`src/rtl/cwmb_pkg.sv`:
```
// Shared constants and types for the cross window mean blur block.
// Holds register indexes, field widths, reset values and the sequencer enums.
// No dependencies.
`timescale 1ns / 1ps

package cwmb_pkg;

	localparam int FW_W       = 12;
	localparam int FH_W       = 13;
	localparam int RAD_W      = 4;
	localparam int CFG_IDX_W  = 2;
	localparam int CFG_DATA_W = 13;
	localparam int PIX_W      = 8;
	localparam int RGB_W      = 3 * PIX_W;
	localparam int QUO_W      = 8;
	localparam int N_CH       = 3;

	localparam logic [CFG_IDX_W-1:0] REG_FRAME_WIDTH  = 2'd0;
	localparam logic [CFG_IDX_W-1:0] REG_FRAME_HEIGHT = 2'd1;
	localparam logic [CFG_IDX_W-1:0] REG_RADIUS       = 2'd2;

	localparam logic [FW_W-1:0]  FRAME_WIDTH_RST  = 12'd512;
	localparam logic [FH_W-1:0]  FRAME_HEIGHT_RST = 13'd512;
	localparam logic [RAD_W-1:0] RADIUS_RST       = 4'd1;

	localparam logic KIND_PIXEL = 1'b0;
	localparam logic KIND_DRAIN = 1'b1;

	typedef enum logic [2:0] {
		ST_IDLE,
		ST_READ,
		ST_FLUSH,
		ST_DSTART,
		ST_DWAIT,
		ST_RESULT
	} state_t;

	typedef enum logic [1:0] {
		DIR_UP,
		DIR_DN,
		DIR_LF,
		DIR_RT
	} dir_t;

endpackage

```
`src/rtl/cwmb_divider.sv`:
```
// Restoring divider, one quotient bit per cycle for all three channels at once.
// Quotient is known to fit QUO_W bits. Depends on cwmb_pkg.
`timescale 1ns / 1ps

module cwmb_divider #(
	parameter int SUM_W = 14,
	parameter int DV_W  = 6
) (
	input  logic                                     clk,
	input  logic                                     arst_n,
	input  logic                                     start,
	input  logic [DV_W-1:0]                          divisor,
	input  logic [cwmb_pkg::N_CH-1:0][SUM_W-1:0]     dividend,
	output logic                                     done,
	output logic [cwmb_pkg::N_CH-1:0][cwmb_pkg::QUO_W-1:0] quotient
);
	import cwmb_pkg::*;

	localparam int X_W    = (SUM_W > DV_W + QUO_W) ? SUM_W : DV_W + QUO_W;
	localparam int STEP_W = $clog2(QUO_W);

	logic              busy_q;
	logic              done_q;
	logic [STEP_W-1:0] step_q;
	logic [X_W-1:0]    dsh_q;
	logic [X_W-1:0]    rem_q [N_CH];
	logic [QUO_W-1:0]  quo_q [N_CH];

	always_ff @(posedge clk or negedge arst_n) begin
		if (!arst_n) begin
			busy_q <= 1'b0;
			done_q <= 1'b0;
			step_q <= '0;
		end else begin
			done_q <= busy_q && (step_q == '0);
			if (start) begin
				busy_q <= 1'b1;
				step_q <= STEP_W'(QUO_W - 1);
			end else if (busy_q) begin
				if (step_q == '0) begin
					busy_q <= 1'b0;
				end
				step_q <= step_q - 1'b1;
			end
		end
	end

	always_ff @(posedge clk) begin
		if (start) begin
			dsh_q <= X_W'(divisor) << (QUO_W - 1);
			for (int i = 0; i < N_CH; i++) begin
				rem_q[i] <= X_W'(dividend[i]);
			end
		end else if (busy_q) begin
			dsh_q <= dsh_q >> 1;
			for (int i = 0; i < N_CH; i++) begin
				if (rem_q[i] >= dsh_q) begin
					rem_q[i] <= rem_q[i] - dsh_q;
					quo_q[i] <= {quo_q[i][QUO_W-2:0], 1'b1};
				end else begin
					quo_q[i] <= {quo_q[i][QUO_W-2:0], 1'b0};
				end
			end
		end
	end

	assign done = done_q;

	always_comb begin
		for (int i = 0; i < N_CH; i++) begin
			quotient[i] = quo_q[i];
		end
	end

	a_start_idle: assert property (@(posedge clk) disable iff (!arst_n)
		start |-> !busy_q)
		else $error("divider restarted while busy");

	a_done_after_busy: assert property (@(posedge clk) disable iff (!arst_n)
		done_q |-> $past(busy_q))
		else $error("divider done without a run");

	a_busy_holds: assert property (@(posedge clk) disable iff (!arst_n)
		busy_q && (step_q != '0) |=> busy_q)
		else $error("divider stopped early");

endmodule
```
`config.mk`:
```
export PLATFORM = sky130hd
export DESIGN_NAME = cwmb_divider
export DESIGN_NICKNAME = d
export VERILOG_FILES = /design/src/rtl/cwmb_pkg.sv /design/src/rtl/cwmb_divider.sv
export SDC_FILE = /design/constraint.sdc
export NUM_CORES = 1
export LEC_CHECK = 0
export BUFFER_PORTS_ARGS = -buffer_cell sky130_fd_sc_hd__buf_2
export CORE_MARGIN = 8
export CORE_UTILIZATION = 63
export DETAILED_ROUTE_END_ITERATION = 8
export GPL_TIMING_DRIVEN = 1
export PLACE_DENSITY = 0.86
export SYNTH_ARGS = -nofsm -noshare
export SYNTH_HDL_FRONTEND = slang
export SYNTH_SLANG_ARGS = --single-unit
```
`constraint.sdc`:
```
create_clock -name clk -period 6.45 [get_ports clk]
set_clock_uncertainty 0.2 [all_clocks]
set_input_delay 0.9675 -clock clk [delete_from_list [all_inputs] [get_ports clk]]
set_output_delay 0.9675 -clock clk [all_outputs]
set_load 0.005 [all_outputs]
```
**After elaboration in Yosys (flattened, before gate mapping)**

Memory sizes are Yosys's and may differ from the RTL's.
Index checks and enable logic that the tools add are counted.

- Bitwise logic cells: 6
- Reduce and logical (&&, ||, !) cells: 3
- Order comparisons: 3
- Add/subtract/negate cells: 4
- Multiplexer cells: 39

Operators by type and width:

| cell | number |
|---|---|
| 14-bit by 13-bit >= comparator with 1-bit output | 3 |
| 14-bit two-way mux | 3 |
| 14-bit by 13-bit subtractor with 14-bit output | 3 |
| 1-bit two-way mux | 29 |
| 13-bit two-way mux | 2 |
| 8-bit two-way mux | 3 |
| 3-bit two-way mux | 2 |
| 1-bit bitwise OR | 6 |
| 3-bit logical NOT | 1 |
| 3-bit by 1-bit subtractor with 3-bit output (second input constant) | 1 |
| 2-bit nonzero test | 1 |
| 1-bit logical AND | 1 |

- Output and inout port bits: 25
- Word-level logic and storage cells: 62
- Flip-flop bits (word level): 18
- RAM bits: 66
- Memories: 2
- Input port bits: 51

Memories:

| name | depth | width | read ports | clocked after memory_dff | write ports | line | text |
|---|---|---|---|---|---|---|---|
| rem_q | 3 | 14 | 3 | 0 | 3 | cwmb_divider.sv:26 | `logic [X_W-1:0] rem_q [N_CH];` |
| quo_q | 3 | 8 | 3 | 0 | 3 | cwmb_divider.sv:27 | `logic [QUO_W-1:0] quo_q [N_CH];` |

**Logic depth before layout (Yosys ltp)**

An unclocked memory read counts as a cell.

- Word-level depth: 7
- Depth in mapped cells: 11
- Depth with buffers taken out: 10

**Worst setup path after synthesis**

No wires, ideal clock.

- Path kind: flip-flop to flip-flop
- Start: reg dsh_q[0]
- End: mem rem_q[0][10] (netlist name), data pin
- Data required time: 5.990 ns
- Library setup time: 0.260 ns
- Path slack: 3.408 ns
- Cell stages (with the launch flop): 11
- Arrival time: 2.582 ns
- Path buffers: 1
- Period minus slack after synthesis: 3.042 ns
- Cell sequence: dfxtp_1 -> ha_1 -> fa_1 -> nor2b_4 -> o31a_1 -> o31ai_4 -> a21oi_2 -> a2111oi_4 -> a311oi_4 -> buf_6 -> mux2_4

RTL lines:

| what | line | text |
|---|---|---|
| start, declared | cwmb_divider.sv:25 | `logic [X_W-1:0] dsh_q;` |
| start signal, assigned | cwmb_divider.sv:50 | `dsh_q <= X_W'(divisor) << (QUO_W - 1);` |
| start signal, assigned | cwmb_divider.sv:55 | `dsh_q <= dsh_q >> 1;` |
| end, declared | cwmb_divider.sv:26 |  |

==> reports/metrics.cfg <==
[placement]
placed_cell_area_um2 = 5962
dp_hpwl_um = 9101
io_buffers = 75
place_congestion = 0.9864

[floorplan]
die-area_um2 = 11930
dieWidth_um = 109.2
die_h_um = 109.2
start_util_pct = 63.72
io_pins = 76
core_region_area_um2 = 8593
num_rows = 34

[layout]
fin_area_um2 = 6167
syn_to_final_growth_pct = 12.64
postLayoutCoreUtil_pct = 71.77
fillers = 619
layout.area.seq_um2 = 2417
n_antenna_cell = 0
drive_gt1_share_pct = 25.72
layout_common_cells = buf_2 (75), edfxtp_1 (71), ha_1 (41)
multiInputGateArea_um2 = 2858
fin_nets = 646
layout.cells.most_common = buf_2

[detailed_routing]
via_per_inst = 6.053
wl_um = 12000
wire_per_inst_um = 18.08
dr.pass1.iters = 5
drt_iter0_markers = 250
vias = 4019
antenna_left = 0
drc = 0

[clock_network]
cts_buffers = 9
cts_resized = 0
cts_tree = built
clk_latency_ns = 0.36
postCtsSetupBuffers = 0
h-tree-depth = 3
clk_root_buffer_cell = clkbuf_8
clk_pin_slew_worst_paths_ns = 0.10
hold_buffers = 0
clock-sinks = 84
clockBufferDepth = 2

[global_routing]
overflow = 0
grt_pass1_vias = 4058
grt_max_degree = 26
grt_pass1_wl_um = 19330
antenna_found_initial = 0
grt_use_total_pct = 20.66

[sta]
finalCritPeriodShare_pct = 64.43
setup_tns_ns = 0
worstMarginPinSlew_ns = 1.216
worst_hold_slack_ns = 0.2036
min_period_ns = 4.156
slew_headroom_pct = 18.92
fmax_ghz = 0.2406
drv_slew = 0
grt_setup_unrepaired = no
setup_viol = 0
finalHoldViolCount = 0

[worst_setup_path]
cp_slowest_cell = a311oi_4
critPathTopFamily = compound AO/OA/AOI/OAI gates
crit_arrival_ns = 4.08
path_cells = ha_1, fa_1, nor2b_1, o31a_1, o311ai_2, a21oi_2, nor4_4, a311oi_4, buf_4, mux2_2
path_buf_inv = 1
critPathMaxStageDelay_ns = 1.02
required_ns = 6.37
crit_type = reg2reg
start_kind = register
startpoint = dsh_q[0]
cp_max_fo = 16
reg2reg_from = dsh_q[0]
setup.worst_path.end_class = register

[logic_synthesis]
syn_inst = 470
synth_edf_count = 71
synthAdderAreaFrac_pct = 10.47
muxShareOfSynthArea_pct = 12.20
ys.flop_type = edfxtp_1
synthArstFlopShare_pct = 5.952
syn_area_um2 = 5475
yosysWarningCount = 0
synth-seq-cells = 84
synthSimpleGateAreaFrac_pct = 10.26
synth-compound-area-share_pct = 14.90
synth_fp_nets = 565
ys_seq_area_share_pct = 44.15
synth_cell_type_count = 55
synth_xor_area_share_pct = 4.319
synth_top_family_by_area = compound AO/OA/AOI/OAI gates
syn_area_per_cell_um2 = 11.65

[outcome]
status = finished clean

[pwr]
vdd_drop_max_v = 0.0002374
power_density_nw_per_um2 = 468.1
p_leak_uw = 0.002705
total_power_uw = 2887

[job]
maxCapViolCount = 0

[worst_hold_path]
min-delay-path-class = in2async

## path summary, 6_finish.rpt
path                               end  slack, ns  depth (start not counted)
max reg2reg                rem_q[0][2]       2.29                         10
min in group clk           quo_q[1][6]       0.24                          0
max in group asynchronous    step_q[0]       5.72                          1
min reg2reg                quo_q[1][6]       0.24                          0
min                               done       0.20                          1
max                        rem_q[0][2]       2.29                         10
## flip-flops by register name, indices dropped and copies added, names as in the netlist
register and count:
rem_q 42, busy_q 1, step_q 3, done 1
quo_q 24, dsh_q 13
## cells by family after synthesis
kind of cell,after synthesis
multiplexers,50
AND/OR/NAND/NOR,106
adder cells (fa/ha/maj),44
buffers and inverters,46
XOR/XNOR,27
flip-flops,84
AO/OA/AOI/OAI,113
## per-layer routing
layer,vias to the layer above,GRT usage (%),part of all wire [%]
met5,-,0,0
met4,0,12.15,4.1
met3,44,3.605,5.9
met2,157,34.66,48
met1,1893,24.45,42
li1,1925,-,-
## where the power goes
part / internal, uW / switching (uW)
Combinational: 762 / 842
Sequential: 818 / 71.7
Clock: 184 / 209
## through the flow
stage	setup WS [ns]	std cells
4_1_cts	2.339	664
2_1_floorplan	3.408	470
5_1_grt	2.097	664
3_3_place_gp	2.443	648
6_report	2.294	664
3_5_place_dp	2.340	648
## final cells by class
class | instances | share of cell area [%]
Timing Repair Buffer | 81 | 6.817
Inverter | 35 | 2.130
Clock buffer | 9 | 2.009
Clock inverter | 7 | 1.319
Tap cell | 108 | 2.191
Sequential cell | 84 | 39.20
Multi-Input combinational cell | 340 | 46.34
## synthesized netlist by cell type (7+ instances only)
cell type | n | area share, %
a21o_1 | 10 | 1.4
a21oi_1 | 25 | 2.3
and2_1 | 10 | 1.1
dfxtp_1 | 8 | 2.9
edfxtp_1 | 71 | 39
ha_1 | 41 | 9.4
inv_1 | 34 | 2.3
mux2_4 | 33 | 9.0
mux2i_1 | 15 | 2.7
nand2_1 | 16 | 1.1
nand2b_1 | 9 | 1.0
nand4_1 | 7 | 0.80
nor2_1 | 31 | 2.1
nor2b_1 | 8 | 0.91
o21a_1 | 10 | 1.4
o21ai_0 | 19 | 1.7
o31ai_1 | 8 | 1.1
xnor2_1 | 17 | 2.7
xor2_1 | 10 | 1.6
(Power assumes the default switching activity.)
